==> src/orbwa_pkg.sv <==
// shared types and constants for the overwriting ring buffer with average
`default_nettype none

package orbwa_pkg;

    // default configuration
    localparam int DEPTH_DEF      = 8;
    localparam int DATA_WIDTH_DEF = 32;

    // fixed port widths
    localparam int MODE_W      = 2;
    localparam int WORD_W      = 32;
    localparam int COUNT_OUT_W = 4;
    localparam int MEAN_W      = 40;
    localparam int FRAC_BITS   = 8;

    // item operation codes
    typedef enum logic [MODE_W-1:0] {
        MODE_WRITE = 2'd0,
        MODE_READ  = 2'd1,
        MODE_CLEAR = 2'd2,
        MODE_QUERY = 2'd3
    } mode_t;

    // controller states
    typedef enum logic [2:0] {
        ST_IDLE,
        ST_UPDATE,
        ST_DIV_LOAD,
        ST_DIVIDE,
        ST_FINISH
    } state_t;

    // controller to datapath
    typedef struct packed {
        logic accept;
        logic do_update;
        logic div_load;
        logic div_step;
        logic load_out;
    } ctrl_cmd_t;

    // datapath to controller
    typedef struct packed {
        logic count_zero;
        logic div_last;
    } dp_status_t;

endpackage

`default_nettype wire

==> src/orbwa_ram.sv <==
// generic single-port-write ram with registered read
`default_nettype none

module orbwa_ram #(
    parameter int WIDTH = 32,
    parameter int DEPTH = 8
) (
    input  wire logic                     clk,
    input  wire logic                     wr_en,
    input  wire logic [$clog2(DEPTH)-1:0] wr_addr,
    input  wire logic [WIDTH-1:0]         wr_data,
    input  wire logic                     rd_en,
    input  wire logic [$clog2(DEPTH)-1:0] rd_addr,
    output logic      [WIDTH-1:0]         rd_data
);

    logic [WIDTH-1:0] mem [DEPTH];

    always_ff @(posedge clk)
    begin
        if (wr_en)
        begin
            mem[wr_addr] <= wr_data;
        end
        if (rd_en)
        begin
            rd_data <= mem[rd_addr];
        end
    end

endmodule

`default_nettype wire

==> src/orbwa_ctrl.sv <==
// sequencing state machine for the ring buffer
`default_nettype none

module orbwa_ctrl (
    input  wire logic                    clk,
    input  wire logic                    rst_n,
    input  wire logic                    in_valid,
    output logic                         in_stall,
    output logic                         out_valid,
    input  wire logic                    out_stall,
    output orbwa_pkg::ctrl_cmd_t         cmd,
    input  wire orbwa_pkg::dp_status_t   status
);

    import orbwa_pkg::*;

    state_t state_reg, state_next;
    logic   out_valid_reg, out_valid_next;

    always_ff @(posedge clk or negedge rst_n)
    begin
        if (!rst_n)
        begin
            state_reg     <= ST_IDLE;
            out_valid_reg <= 1'b0;
        end
        else
        begin
            state_reg     <= state_next;
            out_valid_reg <= out_valid_next;
        end
    end

    always_comb
    begin
        state_next = state_reg;
        cmd        = '0;
        case (state_reg)
            ST_IDLE:
            begin
                if (in_valid)
                begin
                    cmd.accept = 1'b1;
                    state_next = ST_UPDATE;
                end
            end
            ST_UPDATE:
            begin
                cmd.do_update = 1'b1;
                state_next    = ST_DIV_LOAD;
            end
            ST_DIV_LOAD:
            begin
                // empty buffer has no mean to compute
                if (status.count_zero)
                begin
                    state_next = ST_FINISH;
                end
                else
                begin
                    cmd.div_load = 1'b1;
                    state_next   = ST_DIVIDE;
                end
            end
            ST_DIVIDE:
            begin
                cmd.div_step = 1'b1;
                if (status.div_last)
                begin
                    state_next = ST_FINISH;
                end
            end
            ST_FINISH:
            begin
                // output register free or emptied this cycle
                if (!out_valid_reg || !out_stall)
                begin
                    cmd.load_out = 1'b1;
                    state_next   = ST_IDLE;
                end
            end
            default:
            begin
                state_next = ST_IDLE;
            end
        endcase
    end

    always_comb
    begin
        out_valid_next = out_valid_reg;
        if (cmd.load_out)
        begin
            out_valid_next = 1'b1;
        end
        else if (out_valid_reg && !out_stall)
        begin
            out_valid_next = 1'b0;
        end
    end

    assign in_stall  = (state_reg != ST_IDLE);
    assign out_valid = out_valid_reg;

endmodule

`default_nettype wire

==> src/orbwa_dp.sv <==
// buffer state, running sum, serial divider and result registers
`default_nettype none

module orbwa_dp #(
    parameter int DEPTH      = orbwa_pkg::DEPTH_DEF,
    parameter int DATA_WIDTH = orbwa_pkg::DATA_WIDTH_DEF
) (
    input  wire logic                                   clk,
    input  wire logic                                   rst_n,
    input  wire orbwa_pkg::ctrl_cmd_t                   cmd,
    output orbwa_pkg::dp_status_t                       status,
    input  wire logic [orbwa_pkg::MODE_W-1:0]           mode,
    input  wire logic signed [orbwa_pkg::WORD_W-1:0]    write_value,
    output logic                                        ram_wr_en,
    output logic [$clog2(DEPTH)-1:0]                    ram_wr_addr,
    output logic [DATA_WIDTH-1:0]                       ram_wr_data,
    output logic                                        ram_rd_en,
    output logic [$clog2(DEPTH)-1:0]                    ram_rd_addr,
    input  wire logic [DATA_WIDTH-1:0]                  ram_rd_data,
    output logic signed [orbwa_pkg::WORD_W-1:0]         read_data,
    output logic                                        read_ok,
    output logic                                        underflow,
    output logic [orbwa_pkg::COUNT_OUT_W-1:0]           entry_count,
    output logic                                        is_full,
    output logic                                        is_empty,
    output logic signed [orbwa_pkg::MEAN_W-1:0]         mean_value,
    output logic                                        mean_valid
);

    import orbwa_pkg::*;

    localparam int IDX_W  = $clog2(DEPTH);
    localparam int CNT_W  = $clog2(DEPTH + 1);
    localparam int SUM_W  = DATA_WIDTH + $clog2(DEPTH);
    localparam int DIV_W  = SUM_W + FRAC_BITS;
    localparam int STEP_W = $clog2(DIV_W);
    localparam int EXT_W  = (DIV_W > MEAN_W) ? DIV_W : MEAN_W;

    // captured item
    mode_t                  mode_reg;
    logic [DATA_WIDTH-1:0]  value_reg;

    // buffer state
    logic [IDX_W-1:0]       wr_idx_reg, wr_idx_next;
    logic [IDX_W-1:0]       rd_idx_reg, rd_idx_next;
    logic [CNT_W-1:0]       count_reg, count_next;
    logic signed [SUM_W-1:0] sum_reg, sum_next;

    // per-item read result
    logic [WORD_W-1:0]      rdata_reg, rdata_next;
    logic                   rok_reg, rok_next;
    logic                   uflow_reg, uflow_next;

    // divider
    logic [CNT_W-1:0]       rem_reg;
    logic [DIV_W-1:0]       quo_reg;
    logic [STEP_W-1:0]      step_reg;
    logic                   neg_reg;
    logic [SUM_W-1:0]       mag;
    logic [CNT_W:0]         trial;
    logic                   trial_ge;
    logic [CNT_W:0]         trial_sub;

    logic                   buf_full;
    logic signed [SUM_W-1:0] old_word;
    logic signed [SUM_W-1:0] new_word;
    logic [IDX_W-1:0]       wr_idx_inc;
    logic [IDX_W-1:0]       rd_idx_inc;
    logic [EXT_W-1:0]       q_ext;
    logic [EXT_W-1:0]       q_signed;

    assign buf_full   = (count_reg == CNT_W'(DEPTH));
    assign old_word   = SUM_W'($signed(ram_rd_data));
    assign new_word   = SUM_W'($signed(value_reg));
    assign wr_idx_inc = (wr_idx_reg == IDX_W'(DEPTH - 1)) ? '0 : wr_idx_reg + 1'b1;
    assign rd_idx_inc = (rd_idx_reg == IDX_W'(DEPTH - 1)) ? '0 : rd_idx_reg + 1'b1;

    // oldest entry fetched at accept, data is back in the update cycle
    assign ram_rd_en   = cmd.accept;
    assign ram_rd_addr = rd_idx_reg;
    assign ram_wr_en   = cmd.do_update && (mode_reg == MODE_WRITE);
    assign ram_wr_addr = wr_idx_reg;
    assign ram_wr_data = value_reg;

    always_ff @(posedge clk)
    begin
        if (cmd.accept)
        begin
            mode_reg  <= mode_t'(mode);
            value_reg <= write_value[DATA_WIDTH-1:0];
        end
    end

    always_comb
    begin
        wr_idx_next = wr_idx_reg;
        rd_idx_next = rd_idx_reg;
        count_next  = count_reg;
        sum_next    = sum_reg;
        rdata_next  = '0;
        rok_next    = 1'b0;
        uflow_next  = 1'b0;
        case (mode_reg)
            MODE_WRITE:
            begin
                wr_idx_next = wr_idx_inc;
                if (buf_full)
                begin
                    // overwrite oldest
                    rd_idx_next = rd_idx_inc;
                    sum_next    = sum_reg - old_word + new_word;
                end
                else
                begin
                    count_next = count_reg + 1'b1;
                    sum_next   = sum_reg + new_word;
                end
            end
            MODE_READ:
            begin
                if (count_reg == '0)
                begin
                    uflow_next = 1'b1;
                end
                else
                begin
                    rd_idx_next = rd_idx_inc;
                    count_next  = count_reg - 1'b1;
                    sum_next    = sum_reg - old_word;
                    rdata_next  = WORD_W'($signed(ram_rd_data));
                    rok_next    = 1'b1;
                end
            end
            MODE_CLEAR:
            begin
                wr_idx_next = '0;
                rd_idx_next = '0;
                count_next  = '0;
                sum_next    = '0;
            end
            MODE_QUERY:
            begin
                sum_next = sum_reg;
            end
            default:
            begin
                sum_next = sum_reg;
            end
        endcase
    end

    always_ff @(posedge clk or negedge rst_n)
    begin
        if (!rst_n)
        begin
            wr_idx_reg <= '0;
            rd_idx_reg <= '0;
            count_reg  <= '0;
            sum_reg    <= '0;
        end
        else if (cmd.do_update)
        begin
            wr_idx_reg <= wr_idx_next;
            rd_idx_reg <= rd_idx_next;
            count_reg  <= count_next;
            sum_reg    <= sum_next;
        end
    end

    always_ff @(posedge clk)
    begin
        if (cmd.do_update)
        begin
            rdata_reg <= rdata_next;
            rok_reg   <= rok_next;
            uflow_reg <= uflow_next;
        end
    end

    // restoring divider, one quotient bit per cycle, dividend shifts out of quo_reg
    assign mag       = sum_reg[SUM_W-1] ? SUM_W'(-sum_reg) : SUM_W'(sum_reg);
    assign trial     = {rem_reg, quo_reg[DIV_W-1]};
    assign trial_ge  = (trial >= {1'b0, count_reg});
    assign trial_sub = trial - {1'b0, count_reg};

    always_ff @(posedge clk)
    begin
        if (cmd.div_load)
        begin
            rem_reg  <= '0;
            quo_reg  <= {mag, {FRAC_BITS{1'b0}}};
            step_reg <= '0;
            neg_reg  <= sum_reg[SUM_W-1];
        end
        else if (cmd.div_step)
        begin
            rem_reg  <= trial_ge ? trial_sub[CNT_W-1:0] : trial[CNT_W-1:0];
            quo_reg  <= {quo_reg[DIV_W-2:0], trial_ge};
            step_reg <= step_reg + 1'b1;
        end
    end

    assign status.count_zero = (count_reg == '0);
    assign status.div_last   = (step_reg == STEP_W'(DIV_W - 1));

    assign q_ext    = EXT_W'(quo_reg);
    assign q_signed = neg_reg ? (EXT_W'(0) - q_ext) : q_ext;

    always_ff @(posedge clk)
    begin
        if (cmd.load_out)
        begin
            read_data   <= rdata_reg;
            read_ok     <= rok_reg;
            underflow   <= uflow_reg;
            entry_count <= COUNT_OUT_W'(count_reg);
            is_full     <= buf_full;
            is_empty    <= (count_reg == '0);
            mean_valid  <= (count_reg != '0);
            mean_value  <= (count_reg == '0) ? '0 : q_signed[MEAN_W-1:0];
        end
    end

endmodule

`default_nettype wire

==> src/overwriting_ring_buffer_with_average_core.sv <==
// top level of the overwriting ring buffer with running mean
`default_nettype none

// Ring buffer of DEPTH signed words of DATA_WIDTH bits that drops its oldest
// word when written while full. Each input beat carries a mode (write, read
// oldest, clear, query) and produces exactly one output beat with the word
// read, the held count, full and empty flags and the mean of the held words
// as signed fixed point with 8 fractional bits, truncated toward zero. One
// beat is handled at a time: accept, an update state (the oldest word is
// fetched from the RAM at accept so its value is subtracted from the running
// sum there), a divider load state, then a restoring divider producing one
// quotient bit per cycle over the scaled sum (DATA_WIDTH + log2(DEPTH) + 8
// bits, 43 at the default size), and a final state that loads the output
// register. The divider is skipped when the buffer is left empty. in_stall is
// high while a beat is in progress; a finished result waits in the output
// register and stalls only the final load state of the following beat.
// entry_count shows the low 4 bits of the held count.

module overwriting_ring_buffer_with_average_core #(
    parameter int DEPTH      = orbwa_pkg::DEPTH_DEF,
    parameter int DATA_WIDTH = orbwa_pkg::DATA_WIDTH_DEF
) (
    input  wire logic                                   clk,
    input  wire logic                                   rst_n,
    // input channel
    input  wire logic                                   in_valid,
    output logic                                        in_stall,
    input  wire logic [orbwa_pkg::MODE_W-1:0]           mode,
    input  wire logic signed [orbwa_pkg::WORD_W-1:0]    write_value,
    // output channel
    output logic                                        out_valid,
    input  wire logic                                   out_stall,
    output logic signed [orbwa_pkg::WORD_W-1:0]         read_data,
    output logic                                        read_ok,
    output logic                                        underflow,
    output logic [orbwa_pkg::COUNT_OUT_W-1:0]           entry_count,
    output logic                                        is_full,
    output logic                                        is_empty,
    output logic signed [orbwa_pkg::MEAN_W-1:0]         mean_value,
    output logic                                        mean_valid
);

    import orbwa_pkg::*;

    localparam int IDX_W = $clog2(DEPTH);

    ctrl_cmd_t              cmd;
    dp_status_t             status;

    // entry store port signals
    logic                   ram_wr_en;
    logic [IDX_W-1:0]       ram_wr_addr;
    logic [DATA_WIDTH-1:0]  ram_wr_data;
    logic                   ram_rd_en;
    logic [IDX_W-1:0]       ram_rd_addr;
    logic [DATA_WIDTH-1:0]  ram_rd_data;

    // sequencing: accept, update, divide, hand result to output register
    orbwa_ctrl u_ctrl (
        .clk       (clk),
        .rst_n     (rst_n),
        .in_valid  (in_valid),
        .in_stall  (in_stall),
        .out_valid (out_valid),
        .out_stall (out_stall),
        .cmd       (cmd),
        .status    (status)
    );

    // indices, count, running sum, divider and output registers
    orbwa_dp #(
        .DEPTH      (DEPTH),
        .DATA_WIDTH (DATA_WIDTH)
    ) u_dp (
        .clk         (clk),
        .rst_n       (rst_n),
        .cmd         (cmd),
        .status      (status),
        .mode        (mode),
        .write_value (write_value),
        .ram_wr_en   (ram_wr_en),
        .ram_wr_addr (ram_wr_addr),
        .ram_wr_data (ram_wr_data),
        .ram_rd_en   (ram_rd_en),
        .ram_rd_addr (ram_rd_addr),
        .ram_rd_data (ram_rd_data),
        .read_data   (read_data),
        .read_ok     (read_ok),
        .underflow   (underflow),
        .entry_count (entry_count),
        .is_full     (is_full),
        .is_empty    (is_empty),
        .mean_value  (mean_value),
        .mean_valid  (mean_valid)
    );

    // entry store; no reset, only data from written slots is ever used
    orbwa_ram #(
        .WIDTH (DATA_WIDTH),
        .DEPTH (DEPTH)
    ) u_store (
        .clk     (clk),
        .wr_en   (ram_wr_en),
        .wr_addr (ram_wr_addr),
        .wr_data (ram_wr_data),
        .rd_en   (ram_rd_en),
        .rd_addr (ram_rd_addr),
        .rd_data (ram_rd_data)
    );

endmodule

`default_nettype wire

==> config.mk <==
export PLATFORM = sky130hd
export DESIGN_NAME = overwriting_ring_buffer_with_average_core
export DESIGN_NICKNAME = d
export VERILOG_FILES = /design/src/orbwa_pkg.sv /design/src/orbwa_ram.sv /design/src/orbwa_ctrl.sv /design/src/orbwa_dp.sv /design/src/overwriting_ring_buffer_with_average_core.sv
export SDC_FILE = /design/constraint.sdc
export NUM_CORES = 1
export LEC_CHECK = 0
export BUFFER_PORTS_ARGS = -buffer_cell sky130_fd_sc_hd__buf_2
export CAP_MARGIN = 20
export CORE_ASPECT_RATIO = 0.6
export CORE_MARGIN = 2
export CORE_UTILIZATION = 35
export DETAILED_ROUTE_END_ITERATION = 12
export PLACE_DENSITY_LB_ADDON = 0.15
export SYNTH_ARGS = -nofsm -noshare
export SYNTH_HDL_FRONTEND = slang
export SYNTH_SLANG_ARGS = --single-unit
==> constraint.sdc <==
create_clock -name clk -period 7.4 [get_ports clk]
set_input_delay 1.48 -clock clk [delete_from_list [all_inputs] [get_ports clk]]
set_output_delay 1.48 -clock clk [all_outputs]
set_load 0.01 [all_outputs]
Word level (Yosys, flattened, before mapping)
Memory sizes are Yosys's and may differ from the RTL's. A register that Yosys moved wholly into a read port is not among the register bits.
Cells that the tools add are included.
{"block": "word_totals", "regBits": 252, "ram_bits": 256, "inputBits": 38, "memories": 1}
{"name": "u_store.mem", "words": 8, "word_bits": 32, "rd": 1, "rd_clocked_by_memory_dff": 1, "write_ports": 1, "line": "orbwa_ram.sv:17", "rtl": "logic [WIDTH-1:0] mem [DEPTH];"}
{"block": "op_classes", "add_sub_neg": 11, "magnitude_cmp": 1, "eq_ne": 17, "n_mux": 35, "bitwise_logic": 2, "reduce_logical": 20}
{"cell": "35-bit two-way mux", "count": 3}
{"cell": "35-bit case mux with 3 select lines", "count": 1}
{"cell": "43-bit two-way mux", "count": 2}
{"cell": "35-bit by 32-bit adder with 35-bit output", "count": 2}
{"cell": "40-bit two-way mux", "count": 1}
{"cell": "1-bit by 40-bit subtractor with 40-bit output, first input constant", "count": 1}
{"cell": "35-bit negation", "count": 1}
{"cell": "35-bit by 32-bit subtractor with 35-bit output", "count": 1}
{"cell": "3-bit two-way mux", "count": 8}
{"cell": "3-bit case mux with 5 select lines", "count": 1}
{"cell": "1-bit two-way mux", "count": 13}
{"cell": "4-bit two-way mux", "count": 3}
{"cell": "4-bit case mux with 3 select lines", "count": 1}
{"cell": "3-bit == test, second input constant", "count": 3}
{"cell": "3-bit case mux with 3 select lines", "count": 1}
{"cell": "2-bit != test, second input constant", "count": 4}
{"cell": "4-bit AND reduction", "count": 2}
{"cell": "3-bit by 1-bit adder with 3-bit output, second input constant", "count": 2}
{"cell": "6-bit by 1-bit adder with 6-bit output, second input constant", "count": 1}
{"cell": "3-bit by 2-bit == test with 1-bit output, second input constant", "count": 2}
{"cell": "6-bit == test, second input constant", "count": 1}
{"cell": "3-bit case mux with 2 select lines", "count": 1}
{"cell": "3-bit AND reduction", "count": 2}
{"cell": "2-bit nonzero test", "count": 3}
{"cell": "other kinds (20)", "count": 26}

Depth between registers and ports, before layout
Gate-level depths: netlist of run 1.
{"block": "logic_depth", "word_depth": 5, "depth_mapped": 24, "ltp_nobuf": 24}

Hierarchy
From an unflattened synthesis of run 1, not the netlist that was laid out.
{"block": "hier_totals", "cells_unflattened": 1892, "hier_area_um2": 25822.3}
{"module": "orbwa_dp", "instances": 1, "cells_each": 1449, "area_each_um2": 14774.2, "seq_area_each_um2": 7041.8}
{"module": "orbwa_ram", "instances": 1, "cells_each": 415, "area_each_um2": 10786.6, "seq_area_each_um2": 8648.3}
{"module": "orbwa_ctrl", "instances": 1, "cells_each": 28, "area_each_um2": 261.5, "seq_area_each_um2": 100.1}

Least setup slack after synthesis of run 1
No wires, ideal clock.
{"block": "synth_timing", "kind": "input to register", "from": "input out_stall", "to": "register u_dp.entry_count[0] in the netlist's numbering, enable pin", "setup_time_ns": 0.547, "t_arrival_ns": 5.421, "setup_slack_ns": 1.431, "path_stages": 1, "n_path_buf": 0, "cell_sequence": "a21oi_1"}
{"block": "synth_between", "elab_chain_len": 4}
{"element": "start, declared", "line": "overwriting_ring_buffer_with_average_core.sv:32", "rtl": "input wire logic out_stall,"}
{"element": "1-bit zero test", "line": "orbwa_ctrl.sv:76", "rtl": "if (!out_valid_reg || !out_stall)"}
{"element": "1-bit logical OR", "line": "orbwa_ctrl.sv:76"}
{"element": "1-bit two-way mux", "line": "orbwa_ctrl.sv:76"}
{"element": "1-bit two-way mux", "line": "orbwa_ctrl.sv:38", "rtl": "case (state_reg)"}
{"element": "end signal, assigned", "line": "orbwa_dp.sv:216", "rtl": "entry_count <= COUNT_OUT_W'(count_reg);"}
{"element": "end, declared", "line": "orbwa_dp.sv:23", "rtl": "output logic [orbwa_pkg::COUNT_OUT_W-1:0] entry_count,"}
Every way passes these cells.
A chain may end at the register's enable or synchronous reset.

Worst setup path in the final report of run 1
{"block": "layout_timing", "from": "register u_dp.sum_reg[0]", "to": "register u_dp.sum_reg[34]"}
{"block": "layout_between", "elab_chain_len": 4}
{"element": "start, declared", "line": "orbwa_dp.sv:47", "rtl": "logic signed [SUM_W-1:0] sum_reg, sum_next;"}
{"element": "start signal, assigned", "line": "orbwa_dp.sv:166", "rtl": "sum_reg <= sum_next;"}
{"element": "35-bit by 32-bit subtractor with 35-bit output", "line": "orbwa_dp.sv:111, orbwa_dp.sv:129"}
{"element": "35-bit by 32-bit adder with 35-bit output", "line": "orbwa_dp.sv:111", "rtl": "sum_next = sum_reg - old_word + new_word;"}
{"element": "35-bit two-way mux", "line": "orbwa_dp.sv:107", "rtl": "if (buf_full)"}
{"element": "35-bit case mux with 3 select lines (*)", "line": "orbwa_dp.sv:103", "rtl": "case (mode_reg)"}
Every way passes the cells marked *; elsewhere a longest branch is shown, timed or not. The select of a mux whose other input is x is not followed.

==> summary.txt, run 1 <==
Placer Congestion - 0.886
Clock Sinks - 540
DP HPWL - 43000 um
Clk_lat worst skew - 620 ps
Pleak - 10.2 nW
First-pass GRT wire length - 98500 um
Vias in the first global route - 15677
Synth cell types - 75
Seq/Total Area, Yosys - 0.624
Share of cells above drive strength 1 - 0.171
Worst VDD drop - 193 uV
Worst slew pin tran - 1060 ps
Syn Inst Count - 1877
Worst hold path class - register to register
Register area - 15800 um^2
Asr flop ratio synth - 0.0907
Largest net degree at the start of global routing - 67
# rows - 76
Synth Net Count - 2005
R2R depth - 24
Final instance area - 28800 um^2
Non-filler instance count after layout - 3016
Worst-path clk slew - 70 ps
Cell area after synthesis - 25300 um^2
Residual DRC - 0
Vias - 15891
Total CTS buffers - 52
Slowest stage delay, CP - 620 ps
Final WL - 65000 um
Largest Register - u_store.mem
Final Slew Violations - 0
CP max-delay cell - a21boi_0
Worst path arrival time - 6930 ps
Total grt overflow - 0
IO buf count - 120
Post-CTS setup buffer count - 0
Max-cap violations - 0
Clock tree from TritonCTS - built
Final Cycle Share - 0.872
CP required - 7880 ps
Multi-input gate area - 9060 um^2
H-tree levels - 2
Initial core utilization - 0.353
Total GRT Usage - 0.176
Predominant post-synthesis flop cell - edfxtp_1
Antenna Cells - 0
RSZ-0062 raised after global routing - no
P&R area growth vs syn - 13.9%
Initial antenna violation count - 2
Final setup vio count - 0
Final Critical Period - 6450 ps
DR pass1 iterations - 6
Nets - 2128
Most used cell, CP - o21ai_0
Die Span X - 351 um
Core area - 71700 um^2
Area of the die - 74600 um^2
Drt wl/cell - 21.5 um
Hold Path Depth - 0
Outcome - complete, no violations
Critical Path Fanout Max - 5
Worst setup EP type - register
DRT iter0 DRCs - 1294
CTS max path bufs - 3
Rel. slew slack - 0.293
Seq cells post-synth - 540
Power per Cell Area - 470 nW/um^2
Via-to-Cell Ratio - 5.27
Inst Count DP - 2919
EDFF count, synth - 473
Max Freq - 155 MHz
I/O pin count - 121
Die Ht - 212 um
Syn avg cell area - 13.5 um^2
Startpoint Class - register
Fillcell total - 6728
Final Hold Vio Count - 0
Number of nets still failing antenna checks after routing - 0
Setup TNS Final - 0 ps
Yosys warns - 0
Hold_buf cts - 0
Placed cell areas - 27100 um^2
CTS resizes - 0
Clk_skew - 13.2 ps
Worst path cell trace - inv_1 > ha_1 > inv_1 > fa_1 > a211o_1 > a21oi_1 > o21ai_0 > a21oi_1 > o21ai_0 > a21oi_1 > o21ai_0 > xnor2_1 > o21ai_0 > ha_1 > and4_1 > or3b_2 > a211o_1 > a21boi_0 > a41oi_1 > o21ai_0 > o41a_1 > xnor2_1 > xnor2_1 > o221ai_1
Crit path kind - register to register
Max reg flops - 256
CTS Root Cell - clkbuf_16
metal layers:
metal  vias to the layer above  part of all wire  global-route usage
met4                         0             0.016              0.0373
met2                       420              0.41               0.248
li1                       7393                 -                   -
met5                         -                 0                   0
met1                      8004              0.51               0.278
met3                        74             0.058              0.0342
cells in the final DEF (no fill, tap or decap), types with 38 or more instances in the layout:
| cell | synthesis | final |
|---|---|---|
| nand2_1 | 172 | 170 |
| ha_1 | 86 | 86 |
| a21oi_1 | 70 | 69 |
| o21ai_0 | 147 | 147 |
| inv_1 | 68 | 67 |
| edfxtp_1 | 473 | 473 |
| xnor2_1 | 38 | 38 |
| o21a_1 | 38 | 38 |
| dfrtp_1 | 49 | 47 |
| xor2_1 | 103 | 103 |
| nor3_1 | 64 | 61 |
| buf_2 | 1 | 120 |
| clkbuf_16 | 0 | 53 |
| nor2_1 | 96 | 89 |
| mux4_2 | 64 | 64 |
metrics by stage:
step	worst slack (ps)	total power [mW]	hold WS, ps	util
6_report	948	13.6	420	0.402
5_1_grt	481	14.5	435	0.402
4_1_cts	1060	13.6	420	0.402
3_5_place_dp	1090	10.8	405	0.378
3_3_place_gp	1260	10.8	410	0.378
2_1_floorplan	1430	9.04	400	-
power by group:
part           internal [mW]  total (mW)  switching (mW)
Combinational           2.39        6.07            3.68
Clock                   1.54        2.73            1.19
Sequential              4.14        4.76           0.617
Total                   8.07        13.6            5.49
final cells by class:
class | instances | share of cell area
inverter | 70 | 0.00911
tap | 975 | 0.0423
clock buffer | 68 | 0.0483
sequential | 540 | 0.548
multi-input combinational | 1190 | 0.314
timing repair buffer | 146 | 0.0277
clock inverter | 27 | 0.0108
worst max-delay path, delay by kind of cell, from the launching register on:
family | cells | cell delay (ps)
buf+inv | 2 | 160
compound gates | 14 | 3580
simple gates | 2 | 660
flops | 1 | 420
fa+ha+maj | 3 | 970
xor+xnor | 3 | 530
Yosys cell counts, types with 12 or more instances:
library cell,number,area [um^2]
o221ai_1,27,236
o21bai_1,12,90.1
mux2_2,33,372
inv_1,68,255
mux4_2,64,1440
o21ai_0,147,736
edfxtp_1,473,14200
nand3_1,20,100
nor2_1,96,360
dfrtp_1,49,1230
o31ai_1,30,225
ha_1,86,1080
xor2_1,103,902
dfxtp_1,18,360
xnor2_1,38,333
clkbuf_1,60,225
buf_1,15,56.3
a21o_1,29,218
o21a_1,38,285
nor3_1,64,320
nand2_1,172,646
a21oi_1,70,350
or3_1,17,106
cell families (layout without fill, tap and decap cells):
family	after synthesis	count (layout)	share of synthesized area
XOR/XNOR	141	141	0.0488
AO/OA/AOI/OAI	417	417	0.105
buffers and inverters	147	311	0.0219
flip-flops	540	540	0.624
multiplexers	100	100	0.0728
AND/OR/NAND/NOR	442	442	0.0821
adder cells (fa/ha/maj)	90	90	0.0457
path summary, 6_finish.rpt:
| path | start | endpoint | slack, ps |
|---|---|---|---|
| max in group asynchronous | rst_n | u_dp.ram_rd_addr[0]$_DFFE_PN0P_ | 5790 |
| min reg2reg | u_dp.rdata_reg[11]$_SDFFCE_PP0P_ | u_dp.read_data[11]$_DFFE_PP_ | 420 |
| max | u_dp.sum_reg[0]$_DFFE_PN0P_ | u_dp.sum_reg[34]$_DFFE_PN0P_ | 950 |
| min | u_dp.rdata_reg[11]$_SDFFCE_PP0P_ | u_dp.read_data[11]$_DFFE_PP_ | 420 |
| min in group asynchronous | rst_n | u_ctrl.out_valid$_DFFE_PN0P_ | 1010 |
| max reg2reg | u_dp.sum_reg[0]$_DFFE_PN0P_ | u_dp.sum_reg[34]$_DFFE_PN0P_ | 950 |
No activity file was read; power rests on OpenSTA's default activity.
==> run 2, diff against run 1 <==
--- a/config.mk
+++ b/config.mk
@@ -12,6 +12,7 @@
 export CORE_UTILIZATION = 35
 export DETAILED_ROUTE_END_ITERATION = 12
 export PLACE_DENSITY_LB_ADDON = 0.15
+export REMOVE_ABC_BUFFERS = 1
 export SYNTH_ARGS = -nofsm -noshare
 export SYNTH_HDL_FRONTEND = slang
 export SYNTH_SLANG_ARGS = --single-unit
==> summary.txt, run 2 (same netlist as run 1, synthesis figures left out) <==
Worst hold path class - register to register (unchanged)
Setup TNS Final - 0 ps (unchanged)
Register share of total power - 0.353 (was 0.351)
Pleak - 10.2 nW (about the same)
Initial antenna violation count - 2 (unchanged)
Via-to-Cell Ratio - 5.27 (about the same)
Outcome - complete, no violations (unchanged)
Rel. slew slack - 0.331 (was 0.293)
CP required - 7870 ps (was 7880 ps)
CTS Root Cell - clkbuf_16 (unchanged)
Worst path arrival time - 6970 ps (was 6930 ps)
Power per Cell Area - 467 nW/um^2 (was 470 nW/um^2)
CTS resizes - 0 (unchanged)
Worst setup EP type - register (unchanged)
Drt wl/cell - 21.6 um (was 21.5 um)
Antenna Cells - 0 (unchanged)
Worst slew pin tran - 1000 ps (was 1060 ps)
IO buf count - 120 (unchanged)
Crit path kind - register to register (unchanged)
Clock Sinks - 540 (unchanged)
Critical Path Fanout Max - 5 (unchanged)
First-pass GRT wire length - 99400 um (was 98500 um)
Initial core utilization - 0.353 (unchanged)
Post-CTS setup buffer count - 0 (unchanged)
Total CTS buffers - 52 (unchanged)
Tot Pwr - 13.5 mW (was 13.6 mW)
Final WL - 65300 um (was 65000 um)
Vias - 15911 (was 15891)
P_int - 8.04 mW (was 8.07 mW)
Worst VDD drop - 200 uV (was 193 uV)
P_sw - 5.45 mW (was 5.49 mW)
DRT iter0 DRCs - 1279 (was 1294)
Clock tree from TritonCTS - built (unchanged)
Commonest non-fill, non-tap cells in the layout - edfxtp_1 (473), nand2_1 (170), o21ai_0 (147), buf_2 (120), xor2_1 (103) (unchanged)
Final setup vio count - 0 (unchanged)
Total grt overflow - 0 (unchanged)
Clock power share - 0.198 (was 0.201)
Clk_skew - 18.3 ps (was 13.2 ps)
DR pass1 iterations - 6 (unchanged)
Max Freq - 154 MHz (was 155 MHz)
Gate power share - 0.449 (was 0.448)
Most common cell after layout, fill and taps aside - edfxtp_1 (unchanged)
RSZ-0062 raised after global routing - no (unchanged)
Vias in the first global route - 15844 (was 15677)
H-tree levels - 2 (unchanged)
Placer Congestion - 0.860 (was 0.886)
Area of the die - 74600 um^2 (unchanged)
Nets - 2131 (was 2128)
CTS max path bufs - 3 (unchanged)
Final Slew Violations - 0 (unchanged)
P&R area growth vs syn - 14.0% (was 13.9%)
# rows - 76 (unchanged)
Largest Register - u_store.mem (unchanged)
I/O pin count - 121 (unchanged)
Max-cap violations - 0 (unchanged)
Number of nets still failing antenna checks after routing - 0 (unchanged)
Core area - 71700 um^2 (unchanged)
Clk_lat worst skew - 620 ps (about the same)
Startpoint Class - register (unchanged)
Fillcell total - 6707 (was 6728)
Sw Share - 0.404 (was 0.405)
Final Cycle Share - 0.878 (was 0.872)
Total GRT Usage - 0.177 (was 0.176)
Final Hold Vio Count - 0 (unchanged)
Worst-path clk slew - 70 ps (about the same)
Hold_buf cts - 0 (unchanged)
Largest net degree at the start of global routing - 75 (was 67)
Die Ht - 212 um (unchanged)
Residual DRC - 0 (unchanged)
Core Util, Final - 0.403 (was 0.402)
Share of cells above drive strength 1 - 0.172 (was 0.171)
Max reg flops - 256 (unchanged)
DP HPWL - 42400 um (was 43000 um)
Final Critical Period - 6500 ps (was 6450 ps)
Die Span X - 351 um (unchanged)
## run 2: cell count changes in the layout (fill, tap and decap cells not counted), sizes merged
cell | before | now
clkinv | 15 | 22
clkbuf | 69 | 63
buf | 145 | 148
clkinvlp | 4 | 2
bufinv | 6 | 5
dlymetal6s2s | 0 | 1
inv | 72 | 73
## run 2: path summary, 6_finish.rpt
kind                                                  from                              end  slack [ps]  depth (start not counted)
hold reg to reg            u_dp.rdata_reg[9]$_SDFFCE_PP0P_      u_dp.read_data[9]$_DFFE_PP_         420                          0
setup reg to reg               u_dp.sum_reg[0]$_DFFE_PN0P_     u_dp.sum_reg[34]$_DFFE_PN0P_         900                         24
max in group asynchronous                            rst_n  u_dp.ram_rd_addr[0]$_DFFE_PN0P_        5780                          2
setup / recovery               u_dp.sum_reg[0]$_DFFE_PN0P_     u_dp.sum_reg[34]$_DFFE_PN0P_         900                         24
hold / removal             u_dp.rdata_reg[9]$_SDFFCE_PP0P_      u_dp.read_data[9]$_DFFE_PP_         420                          0
min in group asynchronous                            rst_n  u_dp.ram_wr_addr[0]$_DFFE_PN0P_        1010                          2
## run 2: power by group through the flow
stage | combinational (mW) | sequential (mW) | clock (mW)
2_1_floorplan | 4.28 | 4.73 | 0
5_1_grt | 6.75 | 4.86 | 2.87
3_3_place_gp | 5.88 | 4.83 | 0
4_1_cts | 5.98 | 4.79 | 2.75
6_report | 6.05 | 4.76 | 2.67
3_5_place_dp | 5.94 | 4.85 | 0
## run 2: per-stage QoR
step                      hold slack (ps)  area, um^2  setup WS, ps  cells
final                                 418       28900           900   3019
after global routing                  425       28900           380   3019
after CTS                             419       28800          1010   3016
after detailed placement              405       27100          1030   2921
after global placement                402       27100          1100   2921
after floorplan                       400       25000          1430   1800
## run 2: per-layer routing
metal  track usage  vias to the layer above  wire [um]
met5             0                        -          0
met4        0.0352                        0        857
met3        0.0317                       76       3530
met2         0.262                      367      28600
met1         0.272                     8062      32400
li1              -                     7406          -
## run 2: final cells by class
type                    instances  area [um^2]  share of cell area
clock buffers                  63         1370              0.0476
clock inverters                32          290              0.0101
inverters                      70          263             0.00910
multi-input cells            1190         9060               0.314
flip-flops and latches        540        15800               0.547
well taps                     975         1220              0.0423
repair buffers                149          856              0.0297
## run 2: critical path, stage by stage (launching register included)
cell and delay (ps):
dfrtp_1 420, inv_1 120, ha_1 180, inv_1 60, fa_1 430, a211o_1 280, a21oi_1 230, o21ai_0 110
a21oi_1 230, o21ai_0 190, a21oi_1 240, o21ai_0 130, xnor2_1 190, o21ai_0 110, ha_1 390, and4_1 240
or3b_2 440, a211o_1 270, a21boi_0 750, a41oi_1 390, o21ai_0 350, o41a_1 190, xnor2_1 150, xnor2_1 140
o221ai_1 130
==> run 3, diff against run 2 <==
--- a/config.mk
+++ b/config.mk
@@ -7,10 +7,10 @@
 export LEC_CHECK = 0
 export BUFFER_PORTS_ARGS = -buffer_cell sky130_fd_sc_hd__buf_2
 export CAP_MARGIN = 20
-export CORE_ASPECT_RATIO = 0.6
 export CORE_MARGIN = 2
 export CORE_UTILIZATION = 35
 export DETAILED_ROUTE_END_ITERATION = 12
+export MAX_ROUTING_LAYER = met4
 export PLACE_DENSITY_LB_ADDON = 0.15
 export REMOVE_ABC_BUFFERS = 1
 export SYNTH_ARGS = -nofsm -noshare
==> summary.txt, run 3 (same netlist as run 1, synthesis figures left out) <==
Outcome - complete, no violations (unchanged)
CP endpoint - u_dp.sum_reg[34]$_DFFE_PN0P_ (unchanged)
Clock tree from TritonCTS - built (unchanged)
Nets - 2134 (was 2131)
RSZ-0062 raised after global routing - no (unchanged)
Number of nets still failing antenna checks after routing - 0 (unchanged)
P&R area growth vs syn - 14.9% (was 14.0%)
I/O pin count - 121 (unchanged)
Largest Register - u_store.mem (unchanged)
Non-filler instance count after layout - 3005 (was 3019)
Sw Share - 0.393 (was 0.404)
Final Critical Period - 6150 ps (was 6500 ps)
Total grt overflow - 0 (unchanged)
Inst Count DP - 2894 (was 2921)
Tot Pwr - 13.6 mW (was 13.5 mW)
Hold_buf cts - 0 (unchanged)
Final Hold Vio Count - 0 (unchanged)
Reg-to-reg slack, setup - 1250 ps (was 900 ps)
DR pass1 iterations - 5 (was 6)
Via-to-Cell Ratio - 5.21 (was 5.27)
Worst path arrival time - 6620 ps (was 6970 ps)
CP required - 7870 ps (about the same)
Initial core utilization - 0.354 (was 0.353)
Worst VDD drop - 215 uV (was 200 uV)
CTS resizes - 0 (unchanged)
First-pass GRT wire length - 98800 um (was 99400 um)
Total GRT Usage - 0.180 (was 0.177)
Startpoint Class - register (unchanged)
Max-cap violations - 0 (unchanged)
Drt wl/cell - 21.5 um (was 21.6 um)
Pre-CTS setup slack - 1260 ps (was 1030 ps)
Gate power share - 0.432 (was 0.449)
Worst slew pin tran - 1030 ps (was 1000 ps)
Max reg flops - 256 (unchanged)
Commonest non-fill, non-tap cells in the layout - edfxtp_1 (473), nand2_1 (170), o21ai_0 (147), buf_2 (120), xor2_1 (103) (unchanged)
Largest net degree at the start of global routing - 72 (was 75)
Area of the die - 74500 um^2 (was 74600 um^2)
H-tree levels - 2 (unchanged)
Share of cells above drive strength 1 - 0.181 (was 0.172)
RR Startpoint - u_dp.sum_reg[0]$_DFFE_PN0P_ (unchanged)
P_sw - 5.36 mW (was 5.45 mW)
Rel. slew slack - 0.299 (was 0.331)
Pleak - 10.3 nW (was 10.2 nW)
Clock power share - 0.219 (was 0.198)
Reg-to-reg endpoint - u_dp.sum_reg[34]$_DFFE_PN0P_ (unchanged)
Most common cell after layout, fill and taps aside - edfxtp_1 (unchanged)
Final setup vio count - 0 (unchanged)
Setup crit start - u_dp.sum_reg[0]$_DFFE_PN0P_ (unchanged)
Max Freq - 163 MHz (was 154 MHz)
IO buf count - 120 (unchanged)
Vias - 15642 (was 15911)
Vias in the first global route - 16022 (was 15844)
Power per Cell Area - 469 nW/um^2 (was 467 nW/um^2)
Worst setup EP type - register (unchanged)
Critical Path Fanout Max - 5 (unchanged)
Antenna Cells - 0 (unchanged)
Register share of total power - 0.349 (was 0.353)
DP HPWL - 41700 um (was 42400 um)
Final Cycle Share - 0.831 (was 0.878)
DRT iter0 DRCs - 1109 (was 1279)
CTS Root Cell - clkbuf_16 (unchanged)
Die Span X - 273 um (was 351 um)
Worst hold path class - register to register (unchanged)
Final Slew Violations - 0 (unchanged)
Total CTS buffers - 58 (was 52)
CTS max path bufs - 3 (unchanged)
Placer Congestion - 0.869 (was 0.860)
# rows - 98 (was 76)
Die Ht - 273 um (was 212 um)
Worst-path clk slew - 60 ps (was 70 ps)
Initial antenna violation count - 0 (was 2)
Setup TNS Final - 0 ps (unchanged)
P_int - 8.29 mW (was 8.04 mW)
Core area - 71600 um^2 (was 71700 um^2)
Residual DRC - 0 (unchanged)
Final worst setup slack - 1250 ps (was 900 ps)
Clk_lat worst skew - 610 ps (was 620 ps)
Clk_skew - 10.5 ps (was 18.3 ps)
Post-CTS setup buffer count - 0 (unchanged)
Crit path kind - register to register (unchanged)
R2R depth - 24 (unchanged)
Final WL - 64500 um (was 65300 um)
Clock Sinks - 540 (unchanged)
run 3: cell count changes in the layout (fill, tap and decap cells not counted), moves of 2 or more:
cell | previous run | this run
clkinv_2 | 3 | 11
clkinv_1 | 17 | 10
clkbuf_16 | 53 | 59
clkinvlp_4 | 2 | 6
bufinv_16 | 5 | 8
buf_4 | 26 | 24
run 3: final cells by class:
cell class	count	area, um^2
Clock buffer	70	1540
Clock inverter	39	420
Fill cell	6702	42500
Inverter	70	263
Multi-Input combinational cell	1190	9060
Sequential cell	540	15800
Tap cell	950	1190
Timing Repair Buffer	146	828
run 3: worst max-delay path, cell delays in order (launching register included):
cell and delay, ps:
dfrtp_1 420, inv_1 120, ha_1 200, inv_1 60, fa_1 420, a211o_1 280
a21oi_1 260, o21ai_0 120, a21oi_1 250, o21ai_0 190, a21oi_1 240, o21ai_0 120
xnor2_1 200, o21ai_0 110, ha_1 360, and4_1 220, or3b_2 440, a211o_1 250
a21boi_0 480, a41oi_1 340, o21ai_0 320, o41a_1 190, xnor2_1 140, xnor2_1 140
o221ai_1 130
run 3: metrics by stage:
step	area (um^2)	util	hold WS, ps
finish	29100	0.406	413
global route	29100	0.406	424
CTS	29000	0.406	414
detailed placement	27100	0.378	405
global placement	27100	0.378	402
floorplan	25000	-	400
run 3: power groups by stage:
stage	logic, mW	clock network [mW]	registers, mW
after floorplan	4.28	0	4.73
after global placement	5.84	0	4.82
after detailed placement	5.86	0	4.85
after CTS	5.90	3.08	4.79
after global routing	6.59	3.19	4.86
final	5.89	2.98	4.77
run 3: how the worst min path moves through the flow:
stage | slack [ps] | startpoint | end | cells after the start
3_3_place_gp | 400 | u_dp.rdata_reg[26]$_SDFFCE_PP0P_ | u_dp.read_data[26]$_DFFE_PP_ | 0
4_1_cts | 410 | u_dp.rdata_reg[23]$_SDFFCE_PP0P_ | u_dp.read_data[23]$_DFFE_PP_ | 0
5_1_grt | 420 | u_dp.rdata_reg[3]$_SDFFCE_PP0P_ | u_dp.read_data[3]$_DFFE_PP_ | 0
2_1_floorplan | 400 | u_dp.rdata_reg[0]$_SDFFCE_PP0P_ | u_dp.read_data[0]$_DFFE_PP_ | 0
3_5_place_dp | 400 | u_dp.rdata_reg[1]$_SDFFCE_PP0P_ | u_dp.read_data[1]$_DFFE_PP_ | 0
6_report | 410 | u_dp.rdata_reg[23]$_SDFFCE_PP0P_ | u_dp.read_data[23]$_DFFE_PP_ | 0
run 3: per-layer routing:
layer / share of wire / vias up / global-route usage
met4: 0.027 / 0 / 0.0562
met2: 0.47 / 327 / 0.286
met3: 0.039 / 100 / 0.0222
met1: 0.46 / 7800 / 0.242
li1: - / 7415 / -
met5: 0 / - / -
